===== config.mk =====
export PLATFORM = sky130hd
export DESIGN_NAME = analog_key_ladder_motor_command
export DESIGN_NICKNAME = d
export VERILOG_FILES = /design/src/rtl/akl_pkg.sv /design/src/rtl/analog_key_ladder_motor_command.sv /design/src/rtl/akl_decode.sv /design/src/rtl/akl_state.sv
export VERILOG_INCLUDE_DIRS = /design/src /design/src/rtl
export SDC_FILE = /design/constraint.sdc
export NUM_CORES = 1
export LEC_CHECK = 0
export BUFFER_PORTS_ARGS = -buffer_cell sky130_fd_sc_hd__buf_2
export CAP_MARGIN = 0
export CORE_MARGIN = 1.5
export CORE_UTILIZATION = 50
export DETAILED_ROUTE_END_ITERATION = 16
export GPL_ROUTABILITY_DRIVEN = 0
export GPL_TIMING_DRIVEN = 0
export PLACE_DENSITY = 0.67
export SYNTH_ARGS = -nofsm -noshare
export SYNTH_HDL_FRONTEND = slang
export SYNTH_SLANG_ARGS = --single-unit

===== constraint.sdc =====
create_clock -name clk -period 6.1 [get_ports clk]
set_input_delay 0.305 -clock clk [delete_from_list [all_inputs] [get_ports clk]]
set_output_delay 0.305 -clock clk [all_outputs]
set_load 0.01 [all_outputs]

===== src/rtl/analog_key_ladder_motor_command_defines.svh =====
// Assertion helpers for the keypad motor command block.
// Each check is sampled on the rising edge of clk and is off while rst_n is low.
`ifndef ANALOG_KEY_LADDER_MOTOR_COMMAND_DEFINES_SVH
`define ANALOG_KEY_LADDER_MOTOR_COMMAND_DEFINES_SVH

// Check in the same cycle: when ante holds, cons must hold.
`define AKL_CHECK_NOW(label, ante, cons, msg) \
    label: assert property (@(posedge clk) disable iff (!rst_n) (ante) |-> (cons)) \
        else $error(msg);

// Delayed check: when ante holds, cons must hold at the next edge.
`define AKL_CHECK_NEXT(label, ante, cons, msg) \
    label: assert property (@(posedge clk) disable iff (!rst_n) (ante) |=> (cons)) \
        else $error(msg);

`endif


===== src/rtl/akl_pkg.sv =====
`timescale 1ns / 1ps

package akl_pkg;

    localparam int unsigned SAMPLE_W = 12;
    localparam int unsigned NUM_KEYS = 5;

    typedef enum logic [2:0] {
        KEY_0,
        KEY_1,
        KEY_2,
        KEY_3,
        KEY_4,
        KEY_NONE
    } key_t;

    typedef enum logic [2:0] {
        REG_KEY0_CENTRE,
        REG_KEY1_CENTRE,
        REG_KEY2_CENTRE,
        REG_KEY3_CENTRE,
        REG_KEY4_CENTRE,
        REG_TOLERANCE
    } reg_idx_t;

    typedef struct packed {
        logic [NUM_KEYS-1:0][SAMPLE_W-1:0] centre;
        logic [SAMPLE_W-1:0]               tolerance;
    } key_cfg_t;

    localparam logic [SAMPLE_W-1:0] KEY0_CENTRE_RST = 12'd0;
    localparam logic [SAMPLE_W-1:0] KEY1_CENTRE_RST = 12'd564;
    localparam logic [SAMPLE_W-1:0] KEY2_CENTRE_RST = 12'd1215;
    localparam logic [SAMPLE_W-1:0] KEY3_CENTRE_RST = 12'd2075;
    localparam logic [SAMPLE_W-1:0] KEY4_CENTRE_RST = 12'd2300;
    localparam logic [SAMPLE_W-1:0] TOLERANCE_RST   = 12'd65;

    localparam logic signed [8:0] SPEED_STEP = 9'sd10;
    localparam logic signed [7:0] SPEED_MAX  = 8'sd100;
    localparam logic signed [7:0] SPEED_MIN  = -8'sd100;

endpackage


===== src/rtl/analog_key_ladder_motor_command.sv =====
`timescale 1ns / 1ps

// Resistor-ladder keypad decoder driving a signed motor speed command.
// Input channel: in_valid / in_stall carry one 12-bit adc_sample per request.
// Output channel: out_valid / out_stall carry one result per request: the
//   decoded key, the signed speed, PWM duty, H-bridge bits and indicator.
// Config port: cfg_we with cfg_index (0..4 key centres, 5 tolerance) and
//   cfg_data; indices 6 and 7 are dropped. Write only while the block is idle.
// Path: a sample is captured in the input register, then decoded and
//   applied to the speed state on its way into the result register.
// Throughput: one sample per cycle while out_stall is low; the window compares
//   and the speed update sit between the input and result registers, one pass per item.
// Stall: while out_stall holds a pending result, the input register keeps its
//   sample and in_stall rises only once that register is also full.
// Reset: no results pending, stored key = none, speed = 0, indicator = 1,
//   registers back to their default centres and tolerance.
`include "analog_key_ladder_motor_command_defines.svh"

module analog_key_ladder_motor_command
(
    input  logic                clk,
    input  logic                rst_n,

    input  logic                cfg_we,
    input  logic [2:0]          cfg_index,
    input  logic [11:0]         cfg_data,

    input  logic                in_valid,
    output logic                in_stall,
    input  logic [11:0]         adc_sample,

    output logic                out_valid,
    input  logic                out_stall,
    output logic [2:0]          key_index,
    output logic signed [7:0]   speed_setting,
    output logic [6:0]          duty,
    output logic                bridge_a,
    output logic                bridge_b,
    output logic                indicator
);

    // configuration registers
    akl_pkg::key_cfg_t  cfg_reg;

    // input register
    logic               s1_valid_reg, s1_valid_next;
    logic [11:0]        sample_reg;

    // result register valid; payload lives in the state block
    logic               out_valid_reg, out_valid_next;

    logic               advance;
    logic               s1_load;
    logic               take_in;
    akl_pkg::key_t      dec_key;
    akl_pkg::key_t      last_key;

    // advance the result register when it is empty or being taken
    assign advance  = !out_valid_reg || !out_stall;
    assign s1_load  = s1_valid_reg && advance;
    assign in_stall = s1_valid_reg && !advance;
    assign take_in  = in_valid && !in_stall;

    always_comb
    begin
        s1_valid_next = s1_valid_reg;
        if (take_in)
        begin
            s1_valid_next = 1'b1;
        end
        else if (s1_load)
        begin
            s1_valid_next = 1'b0;
        end
    end

    always_comb
    begin
        out_valid_next = out_valid_reg;
        if (advance)
        begin
            out_valid_next = s1_valid_reg;
        end
    end

    always_ff @(posedge clk or negedge rst_n)
    begin
        if (!rst_n)
        begin
            s1_valid_reg  <= 1'b0;
            out_valid_reg <= 1'b0;
        end
        else
        begin
            s1_valid_reg  <= s1_valid_next;
            out_valid_reg <= out_valid_next;
        end
    end

    // hold the sample in the input register until it moves on
    always_ff @(posedge clk)
    begin
        if (take_in)
        begin
            sample_reg <= adc_sample;
        end
    end

    always_ff @(posedge clk or negedge rst_n)
    begin
        if (!rst_n)
        begin
            cfg_reg.centre[0] <= akl_pkg::KEY0_CENTRE_RST;
            cfg_reg.centre[1] <= akl_pkg::KEY1_CENTRE_RST;
            cfg_reg.centre[2] <= akl_pkg::KEY2_CENTRE_RST;
            cfg_reg.centre[3] <= akl_pkg::KEY3_CENTRE_RST;
            cfg_reg.centre[4] <= akl_pkg::KEY4_CENTRE_RST;
            cfg_reg.tolerance <= akl_pkg::TOLERANCE_RST;
        end
        else if (cfg_we)
        begin
            case (cfg_index)
                akl_pkg::REG_KEY0_CENTRE: cfg_reg.centre[0] <= cfg_data;
                akl_pkg::REG_KEY1_CENTRE: cfg_reg.centre[1] <= cfg_data;
                akl_pkg::REG_KEY2_CENTRE: cfg_reg.centre[2] <= cfg_data;
                akl_pkg::REG_KEY3_CENTRE: cfg_reg.centre[3] <= cfg_data;
                akl_pkg::REG_KEY4_CENTRE: cfg_reg.centre[4] <= cfg_data;
                akl_pkg::REG_TOLERANCE:   cfg_reg.tolerance <= cfg_data;
                default:
                begin
                    // drop writes to unused indices
                end
            endcase
        end
    end

    akl_decode u_decode
    (
        .sample    (sample_reg),
        .cfg       (cfg_reg),
        .key       (dec_key)
    );

    // the state block doubles as the result payload register
    akl_state u_state
    (
        .clk       (clk),
        .rst_n     (rst_n),
        .load      (s1_load),
        .key       (dec_key),
        .last_key  (last_key),
        .speed     (speed_setting),
        .duty      (duty),
        .bridge_a  (bridge_a),
        .bridge_b  (bridge_b),
        .indicator (indicator)
    );

    assign out_valid = out_valid_reg;
    assign key_index = last_key;

    `AKL_CHECK_NOW(a_duty_matches_bridge, 1'b1,
        ((duty == 7'd0) == (!bridge_a && !bridge_b)) && !(bridge_a && bridge_b),
        "duty and bridge bits disagree")
    `AKL_CHECK_NOW(a_speed_in_range, 1'b1,
        (speed_setting <= akl_pkg::SPEED_MAX) && (speed_setting >= akl_pkg::SPEED_MIN),
        "speed outside limits")
    `AKL_CHECK_NEXT(a_same_key_holds, s1_load && (dec_key == last_key),
        $stable(speed_setting) && $stable(indicator),
        "repeated key changed state")
    `AKL_CHECK_NOW(a_stall_only_when_full, in_stall,
        s1_valid_reg && out_valid_reg && out_stall,
        "input stalled with room in the pipe")

endmodule


===== src/rtl/akl_decode.sv =====
`timescale 1ns / 1ps

// Window match of one sample against the five key centres; lowest key wins.
module akl_decode
(
    input  logic [11:0]             sample,
    input  akl_pkg::key_cfg_t       cfg,
    output akl_pkg::key_t           key
);

    logic [akl_pkg::NUM_KEYS-1:0] hit;

    always_comb
    begin
        for (int i = 0; i < akl_pkg::NUM_KEYS; i++)
        begin
            // sample in [c - tol, c + tol], compared at 13 bits so nothing wraps
            hit[i] = ({1'b0, sample} <= ({1'b0, cfg.centre[i]} + {1'b0, cfg.tolerance}))
                  && (({1'b0, sample} + {1'b0, cfg.tolerance}) >= {1'b0, cfg.centre[i]});
        end
    end

    always_comb
    begin
        key = akl_pkg::KEY_NONE;
        for (int i = akl_pkg::NUM_KEYS - 1; i >= 0; i--)
        begin
            if (hit[i])
            begin
                key = akl_pkg::key_t'(3'(i));
            end
        end
    end

endmodule


===== src/rtl/akl_state.sv =====
`timescale 1ns / 1ps

// Key-change state: stored key, speed, indicator, plus registered drive outputs.
module akl_state
(
    input  logic                clk,
    input  logic                rst_n,
    input  logic                load,
    input  akl_pkg::key_t       key,
    output akl_pkg::key_t       last_key,
    output logic signed [7:0]   speed,
    output logic [6:0]          duty,
    output logic                bridge_a,
    output logic                bridge_b,
    output logic                indicator
);

    akl_pkg::key_t      last_key_reg, last_key_next;
    logic signed [7:0]  speed_level_reg, speed_level_next;
    logic               indicator_reg, indicator_next;
    logic [6:0]         duty_reg, duty_next;
    logic               bridge_a_reg, bridge_a_next;
    logic               bridge_b_reg, bridge_b_next;

    logic signed [8:0]  speed_up;
    logic signed [8:0]  speed_down;
    logic signed [7:0]  speed_mag;

    assign speed_up   = 9'(speed_level_reg) + akl_pkg::SPEED_STEP;
    assign speed_down = 9'(speed_level_reg) - akl_pkg::SPEED_STEP;

    always_comb
    begin
        last_key_next    = last_key_reg;
        speed_level_next = speed_level_reg;
        indicator_next   = indicator_reg;
        if (load && (key != last_key_reg))
        begin
            last_key_next = key;
            case (key)
                akl_pkg::KEY_0:
                begin
                    speed_level_next = '0;
                    indicator_next   = ~indicator_reg;
                end
                akl_pkg::KEY_1:
                begin
                    if (speed_level_reg < akl_pkg::SPEED_MAX)
                    begin
                        speed_level_next = (speed_up > 9'(akl_pkg::SPEED_MAX))
                                         ? akl_pkg::SPEED_MAX : speed_up[7:0];
                    end
                    indicator_next = ~indicator_reg;
                end
                akl_pkg::KEY_2:
                begin
                    if (speed_level_reg > akl_pkg::SPEED_MIN)
                    begin
                        speed_level_next = (speed_down < 9'(akl_pkg::SPEED_MIN))
                                         ? akl_pkg::SPEED_MIN : speed_down[7:0];
                    end
                    indicator_next = ~indicator_reg;
                end
                akl_pkg::KEY_3:
                begin
                    indicator_next = ~indicator_reg;
                end
                default:
                begin
                    indicator_next = indicator_reg;
                end
            endcase
        end
    end

    // magnitude of the new speed; range is held to +/-100 so it fits 7 bits
    assign speed_mag     = (speed_level_next < 0) ? -speed_level_next : speed_level_next;
    assign duty_next     = speed_mag[6:0];
    assign bridge_a_next = (speed_level_next < 0);
    assign bridge_b_next = (speed_level_next > 0);

    always_ff @(posedge clk or negedge rst_n)
    begin
        if (!rst_n)
        begin
            last_key_reg    <= akl_pkg::KEY_NONE;
            speed_level_reg <= '0;
            indicator_reg   <= 1'b1;
            duty_reg        <= '0;
            bridge_a_reg    <= 1'b0;
            bridge_b_reg    <= 1'b0;
        end
        else
        begin
            last_key_reg    <= last_key_next;
            speed_level_reg <= speed_level_next;
            indicator_reg   <= indicator_next;
            duty_reg        <= duty_next;
            bridge_a_reg    <= bridge_a_next;
            bridge_b_reg    <= bridge_b_next;
        end
    end

    assign last_key  = last_key_reg;
    assign speed     = speed_level_reg;
    assign duty      = duty_reg;
    assign bridge_a  = bridge_a_reg;
    assign bridge_b  = bridge_b_reg;
    assign indicator = indicator_reg;

endmodule

==> results of run 1 <==
repair_timing:
action	CTS	global route
endpoints found under the hold margin	39	0
hold buffers	1	0
pin swaps	3	14
buffers inserted	9	15
resized for setup	9	52
setup endpoints to repair	8	7
gates cloned	0	0
power by group:
| group | internal, uW | total (uW) | switching, uW |
|---|---|---|---|
| clock | 306 | 598 | 292 |
| sequential | 902 | 1080 | 177 |
| combinational | 1840 | 4210 | 2370 |
metal layers:
| metal | track usage | up-vias |
|---|---|---|
| met4 | 0.0770 | 0 |
| met2 | 0.428 | 268 |
| li1 | - | 4430 |
| met1 | 0.366 | 4240 |
| met3 | 0.0354 | 40 |
| met5 | 0 | - |
worst register-to-register path, delay by kind of cell (launching register included):
| kind | cells | cell delay, ns |
|---|---|---|
| AO/OA/AOI/OAI | 13 | 2.48 |
| AND/OR/NAND/NOR | 6 | 1.09 |
| adder cells (fa/ha/maj) | 3 | 0.81 |
| XOR/XNOR | 1 | 0.41 |
| buffers and inverters | 4 | 0.49 |
| flip-flops | 1 | 0.50 |
layout make-up:
class	count	area, um2	share of cell area
multi-input combinational	927	7450	0.631
sequential	105	2730	0.231
timing repair buffer	80	503	0.0426
inverter	96	364	0.0309
tap	270	338	0.0286
clock buffer	11	254	0.0215
buffer	26	126	0.0107
clock inverter	5	36.3	0.00308
logic make-up after synthesis:
| group | after synthesis | synth area share |
|---|---|---|
| compound gates | 362 | 0.227 |
| xor+xnor | 59 | 0.0497 |
| fa+ha+maj | 203 | 0.249 |
| buf+inv | 122 | 0.0464 |
| flops | 105 | 0.262 |
| mux | 29 | 0.0313 |
| simple gates | 274 | 0.135 |
cells in the final DEF (no fill, tap or decap), drive strengths merged, types with 22 or more instances in the layout:
cell,netlist,layout
ha,197,197
o21ai,115,115
inv,96,98
nand2,85,85
buf,6,85
a21oi,83,83
dfrtp,64,64
nor2,43,43
xnor2,34,34
a21o,32,32
clkbuf,20,31
nand2b,29,29
dfstp,29,29
mux2,28,28
xor2,25,25
nand3,22,22
stage by stage:
| stage | utilization | cell area, um2 | hold WS, ns | instances | setup WS [ns] |
|---|---|---|---|---|---|
| floorplan | - | 10400 | 0.00941 | 1154 | 0.614 |
| global placement | 0.542 | 11000 | 0.477 | 1478 | -0.662 |
| detailed placement | 0.544 | 11000 | 0.358 | 1479 | -0.740 |
| CTS | 0.565 | 11500 | 0.105 | 1505 | 0.00916 |
| global route | 0.581 | 11800 | 0.103 | 1520 | -0.00580 |
| finish | 0.581 | 11800 | 0.115 | 1520 | 0.222 |
final timing paths:
kind	from	to	cells after the start
worst max-delay path	cfg_reg[1]	u_state.bridge_b	27
worst min-delay path	adc_sample[4]	sample_reg[4]	1
worst max register to register	cfg_reg[1]	u_state.bridge_b	27
worst min register to register	u_state.indicator	u_state.indicator	1
max in group asynchronous	rst_n	u_state.indicator	3
min in group asynchronous	rst_n	cfg_reg[14]	2
==> impl_metrics.tcl, run 1 <==
set metrics [dict create \
    portBuffers 54 \
    min_period_ns 5.88 \
    wl_met1_um 13100 \
    grt_usage 0.264 \
    p_total_uw 5880 \
    relSlewSlack 0.364 \
    ys_types 81 \
    cts-buffers-inserted 9 \
    synthToLayoutAreaGrowth_pct 13.5 \
    ir_worst_vdd_uv 207 \
    setup_violations 0 \
    grt_max_degree 50 \
    grt-ovfl-total 0 \
    worstMarginPinSlew_ns 0.945 \
    cts_tree "built" \
    io_pins 55 \
    vias_per_cell 5.91 \
    dp_hpwl_um 22300 \
    met2_length_um 12900 \
    drtIter0Drc 608 \
    clock-sinks 105 \
    crit_required_ns 6.36 \
    yosysTopAreaCellShare 0.237 \
    num_vias 8978 \
    critPathCaptureType "register" \
    die_y_um 147 \
    start_kind "register" \
    p_per_area_nw_per_um2 499 \
    top_layer_used "met4" \
    diodes 0 \
    root_buffer "clkbuf_16" \
    path_buf_inv 4 \
    synth.largest_area_cell "ha_1" \
    synth_area_per_cell_um2 9.01 \
    ys_async_sr_fraction 0.886 \
    antenna_found_initial 0 \
    drt_wl_total_um 28300 \
    synth_ff_type "dfrtp_1" \
    fp.dieArea_um2 21700 \
    num_rows 52 \
    synth_enable_flop_cells 12 \
    netlist_area_um2 10400 \
    clkTransAtPathRegs_ns 0.08 \
    nets 1480 \
    core_area_um2 20300 \
    synth_nets 1389 \
    post_drt_wl_per_cell_um 18.6 \
    drt_drc_violations_left 0 \
    status "complete, no violations" \
    grt_pass1_wl_um 44500 \
    initial_utilization 0.512 \
    slowest_delay_ns 0.52 \
    synth-seq-cells 105 \
    die_x_um 147 \
    cp_data_arrival_time_ns 6.14 \
    synth.most_common_cell "ha_1" \
    wl_met3_um 1680 \
    path_class "register to register" \
    path_delay_family "compound AO/OA/AOI/OAI gates" \
    synth_cells 1154 \
    largest_register_ff_count 72 \
    cp_slowest_cell "or4_1" \
    synthTopCellsByCount "ha_1 (197), o21ai_0 (109), inv_1 (96)" \
    cp_max_fo 10 \
    drive_gt1_frac 0.171 \
    nFillCells 1832 \
    insertion_delay_ns 0.37 \
    clockBufferDepth 2 \
    leakage_uw 0.00548 \
    timing.fmax_mhz 170 \
    ys_warn_count 0 \
    synth_area_leaders "ha_1 (24%), dfrtp_1 (15%), dfstp_2 (7.3%)" \
    hold_viol 0 \
    skew_ns 0.0143 \
    fin_tns_setup_ns 0 \
    seq_area_frac_synth 0.262 \
    drtAntennaViolNets 0 \
    min_path_type "primary input to register" \
    htreeDepth 3 \
    slew_viol_final 0 \
    reg2reg_setup_slack_ns 0.22 \
    dr.pass1.iters 5 \
    drv_cap 0 \
    period_share 0.964 \
    grt_pass1_vias 8684 \
]
Note: power is estimated with default switching activity, not from simulation.
==> run 2, diff against run 1 <==
--- a/config.mk
+++ b/config.mk
@@ -8,6 +8,7 @@
 export LEC_CHECK = 0
 export BUFFER_PORTS_ARGS = -buffer_cell sky130_fd_sc_hd__buf_2
 export CAP_MARGIN = 0
+export CORE_ASPECT_RATIO = 0.75
 export CORE_MARGIN = 1.5
 export CORE_UTILIZATION = 50
 export DETAILED_ROUTE_END_ITERATION = 16
==> impl_metrics.tcl, run 2 (synthesis gave the netlist of run 1 again) <==
set metrics [dict create \
    status "complete, no violations" \
    diodes 0 \
    grt_pass1_vias 8600 \
    timing.fmax_mhz 168 \
    num_vias 9186 \
    p_clk_frac 0.102 \
    min_path_type "primary input to register" \
    synthToLayoutAreaGrowth_pct 13.3 \
    clock-sinks 105 \
    critPathCaptureType "register" \
    io_pins 55 \
    clkTransAtPathRegs_ns 0.07 \
    start_kind "register" \
    drtIter0Drc 743 \
    power.share.combinational 0.712 \
    leakage_uw 0.00547 \
    core_area_um2 20300 \
    final_cell_mix "ha_1 (197), o21ai_0 (104), inv_1 (95)" \
    p_per_area_nw_per_um2 497 \
    dp_hpwl_um 23100 \
    pwr-share-seq 0.186 \
    drt_drc_violations_left 0 \
    drt_wl_total_um 29200 \
    regToRegEndpoint "u_state.bridge_b" \
    initial_utilization 0.512 \
    r2r_start "sample_reg[0]" \
    min_period_ns 5.95 \
    portBuffers 54 \
    clockBufferDepth 2 \
    cts_tree "built" \
    antenna_found_initial 0 \
    ff2ff_path_depth 26 \
    swShare 0.485 \
    endpoint "u_state.bridge_b" \
    insertion_delay_ns 0.37 \
    grt_usage 0.274 \
    drtAntennaViolNets 0 \
    path_class "register to register" \
    post_drt_wl_per_cell_um 19.0 \
    grt_max_degree 53 \
    largest_register_ff_count 72 \
    cp_max_fo 10 \
    period_share 0.976 \
    instances_no_fill 1536 \
    setup_violations 0 \
    dp.cells 1491 \
    multiInputGateArea_um2 7390 \
    ir_worst_vdd_uv 296 \
    grt-ovfl-total 0 \
    vias_per_cell 5.98 \
    crit_required_ns 6.36 \
    seqCellArea_um2 2730 \
    worstMarginPinSlew_ns 1.07 \
    nFillCells 1854 \
    hold_viol 0 \
    final_common_cell "ha_1" \
    fp.dieArea_um2 21700 \
    reg2reg_setup_slack_ns 0.15 \
    drv_cap 0 \
    dr.pass1.iters 5 \
    drive_gt1_frac 0.171 \
    cp_data_arrival_time_ns 6.21 \
    htreeDepth 3 \
    num_rows 45 \
    slew_viol_final 0 \
    p_int_uw 3010 \
    nets 1484 \
    relSlewSlack 0.279 \
    crit_start "sample_reg[0]" \
    die_y_um 128 \
    root_buffer "clkbuf_16" \
    p_total_uw 5860 \
    die_x_um 170 \
    grt_pass1_wl_um 45200 \
    switchingPower_uw 2840 \
    cts-buffers-inserted 9 \
    skew_ns 0.0158 \
    holdWs_ns 0.108 \
]
## run 2: how the worst min path moves through the flow
stage / startpoint / depth (start not counted) / to / slack, ns
after CTS: adc_sample[5] / 1 / sample_reg[5] / 0.10
after detailed placement: rst_n / 1 / u_state.last_key[1] / 0.33
after floorplan: rst_n / 0 / cfg_reg[10] / 0.009
after global routing: adc_sample[5] / 1 / sample_reg[5] / 0.10
final: adc_sample[5] / 1 / sample_reg[5] / 0.11
after global placement: u_state.indicator / 1 / u_state.indicator / 0.48
## run 2: power groups by stage
stage / clock network, uW / logic (uW) / registers (uW)
after floorplan: 0 / 2790 / 1040
after global placement: 0 / 3620 / 1090
after detailed placement: 0 / 3700 / 1100
after CTS: 607 / 3890 / 1090
after global routing: 636 / 4620 / 1110
final: 596 / 4170 / 1090
## run 2: layer usage
metal  part of all wire  vias up  wire, um  global-route usage
met1               0.50     4401     14500               0.410
met5                  0        -         0                   0
met4              0.018        0       512              0.0724
li1                   -     4430         -                   -
met2               0.41      325     11800               0.392
met3              0.081       30      2370              0.0617
## run 2: through the flow
stage | setup slack, ns | cell area (um2) | setup TNS [ns] | utilization
2_1_floorplan | 0.614 | 10400 | 0 | -
3_3_place_gp | -0.722 | 11000 | -2.78 | 0.542
3_5_place_dp | -0.864 | 11100 | -4.00 | 0.544
4_1_cts | 0.0173 | 11500 | 0 | 0.568
5_1_grt | -0.0873 | 11800 | -0.156 | 0.580
6_report | 0.148 | 11800 | 0 | 0.580
## run 2: timing repair
item | in CTS | in global routing
hold buffers | 1 | 0
resized for setup | 15 | 36
pin swaps | 9 | 19
endpoints found under the hold margin | 19 | 0
setup buffers | 14 | 14
setup endpoints to repair | 11 | 7
## run 2: worst max-delay path, stage by stage, from the launching register on
cell	delay [ns]
edfxtp_1	0.50
ha_1	0.25
inv_1	0.07
fa_1	0.22
nor2b_2	0.07
o31ai_2	0.29
a21oi_2	0.12
o21ai_0	0.18
nor2b_1	0.28
o21bai_1	0.11
a21oi_1	0.26
xnor2_2	0.10
buf_4	0.16
ha_1	0.31
a2111oi_2	0.34
a31oi_2	0.19
o32ai_4	0.32
nand4b_4	0.17
a211oi_4	0.40
or2_4	0.21
buf_12	0.13
o31ai_2	0.12
inv_1	0.11
ha_1	0.14
inv_1	0.06
or4_1	0.52
o21ba_1	0.18
## run 2: layout make-up
cell class / count / share of cell area
clock buffer: 10 / 0.0212
sequential: 105 / 0.231
inverter: 96 / 0.0309
multi-input combinational: 927 / 0.628
timing repair buffer: 84 / 0.0440
tap: 282 / 0.0299
buffer: 26 / 0.0109
clock inverter: 6 / 0.00414
==> run 3, diff against run 2 <==
--- a/config.mk
+++ b/config.mk
@@ -15,6 +15,7 @@
 export GPL_ROUTABILITY_DRIVEN = 0
 export GPL_TIMING_DRIVEN = 0
 export PLACE_DENSITY = 0.67
+export RECOVER_POWER = 50
 export SYNTH_ARGS = -nofsm -noshare
 export SYNTH_HDL_FRONTEND = slang
 export SYNTH_SLANG_ARGS = --single-unit
==> constraint.sdc (replaced) <==
create_clock -name clk -period 6 [get_ports clk]
set_input_delay 0.3 -clock clk [delete_from_list [all_inputs] [get_ports clk]]
set_output_delay 0.3 -clock clk [all_outputs]
set_load 0.01 [all_outputs]
==> impl_metrics.tcl, run 3 (synthesis gave the netlist of run 1 again) <==
set metrics [dict create \
    status "finished with violations" \
    violations "capacitance limit, slew limit" \
    reg2reg_setup_slack_ns 0.15 \
    relSlewSlack -0.572 \
    die_x_um 170 \
    clockBufferDepth 2 \
    root_buffer "clkbuf_16" \
    io_pins 55 \
    drt_wl_total_um 29400 \
    cp_data_arrival_time_ns 6.10 \
    insertion_delay_ns 0.38 \
    critPathCaptureType "register" \
    drive_gt1_frac 0.174 \
    ir_worst_vdd_uv 300 \
    antenna_found_initial 0 \
    cp_max_fo 10 \
    vias_per_cell 5.96 \
    timing.fmax_mhz 171 \
    slew_viol_final 42 \
    instances_no_fill 1543 \
    synthToLayoutAreaGrowth_pct 14.8 \
    worstMarginPinSlew_ns 2.36 \
    dr.pass1.iters 5 \
    setup_violations 0 \
    grt_pass1_wl_um 45200 \
    crit_required_ns 6.26 \
    drtAntennaViolNets 0 \
    p_per_area_nw_per_um2 514 \
    period_share 0.974 \
    r2r_start "cfg_reg[1]" \
    drv_cap 1 \
    endpoint "u_state.bridge_b" \
    htreeDepth 3 \
    p_total_uw 6140 \
    post_drt_wl_per_cell_um 19.1 \
    met3_usage 0.0605 \
    initial_utilization 0.512 \
    die_y_um 128 \
    fp.dieArea_um2 21700 \
    met1_usage 0.412 \
    ff2ff_path_depth 25 \
    clock-sinks 105 \
    met2_usage 0.393 \
    cts-buffers-inserted 9 \
    min_period_ns 5.85 \
    num_rows 45 \
    num_vias 9202 \
    portBuffers 54 \
    final_common_cell "ha_1" \
    largest_register_ff_count 72 \
    cts_tree "built" \
    grt.busiest_layer "met1" \
    grt_usage 0.274 \
    diodes 0 \
    clkTransAtPathRegs_ns 0.07 \
    nets 1491 \
    path_class "register to register" \
    final_cell_mix "ha_1 (194), o21ai_0 (102), inv_1 (95)" \
    holdWs_ns 0.102 \
    start_kind "register" \
    dp_hpwl_um 23100 \
    crit_start "cfg_reg[1]" \
    drtIter0Drc 794 \
    hold_viol 0 \
    dp.cells 1491 \
    grt_pass1_vias 8597 \
    regToRegEndpoint "u_state.bridge_b" \
    cp_slowest_cell "or4_1" \
    slowest_delay_ns 0.52 \
    core_area_um2 20300 \
    grt_max_degree 53 \
    drt_drc_violations_left 0 \
    leakage_uw 0.00547 \
    min_path_type "primary input to register" \
    grt-ovfl-total 0 \
    skew_ns 0.0161 \
]
[run 3: cell count changes in the layout (fill, tap and decap cells not counted), sizes merged]
cell / change
buf: -8
clkbuf: +15
[run 3: how the worst min path moves through the flow]
stage                            from             endpoint  slack, ns  cells after the start
floorplan                       rst_n          cfg_reg[10]      0.004                      0
global placement    u_state.indicator    u_state.indicator       0.48                      1
detailed placement              rst_n  u_state.last_key[1]       0.33                      1
CTS                     adc_sample[5]        sample_reg[5]        0.1                      1
global route            adc_sample[5]        sample_reg[5]        0.1                      1
finish                  adc_sample[5]        sample_reg[5]       0.10                      1
[run 3: routing by layer]
metal | share of wire | vias up | wire length [um]
met2 | 0.41 | 307 | 12000
met5 | 0 | - | 0
li1 | - | 4442 | -
met1 | 0.49 | 4417 | 14400
met4 | 0.019 | 0 | 565
met3 | 0.083 | 36 | 2450
[run 3: timing repair]
action,CTS,global route
gates resized for setup,20,56
endpoints found under the hold margin,19,0
endpoints found under the setup margin,15,7
hold buffers,1,0
buffers inserted,16,19
pin swaps,10,34
[run 3: per-stage QoR]
step                TNS, ns   util  cell area [um2]  worst slack, ns
global route         -0.140  0.587            11900          -0.0829
global placement      -3.58  0.542            11000           -0.822
floorplan                 0      -            10400            0.514
finish                    0  0.587            11900            0.155
CTS                       0  0.570            11600          0.00429
detailed placement    -5.12  0.544            11100           -0.964
[run 3: area by class of cell]
class	count	area [um2]
flip-flops and latches	105	2730
multi-input cells	927	7490
plain buffers	26	129
well taps	282	353
inverters	96	364
fillers	1833	8390
repair buffers	91	572
clock inverters	6	48.8
clock buffers	10	250
[run 3: report_power, final]
part	total, uW	internal, uW	switching [uW]
sequential	1110	917	193
clock	604	312	293
combinational	4420	1950	2470
[run 3: critical path, delay by kind of cell, from the launching register on]
kind	cells	cell delay, ns
simple gates	6	1.28
xor+xnor	1	0.39
fa+ha+maj	3	0.95
buf+inv	5	0.62
flops	1	0.49
compound gates	10	1.97
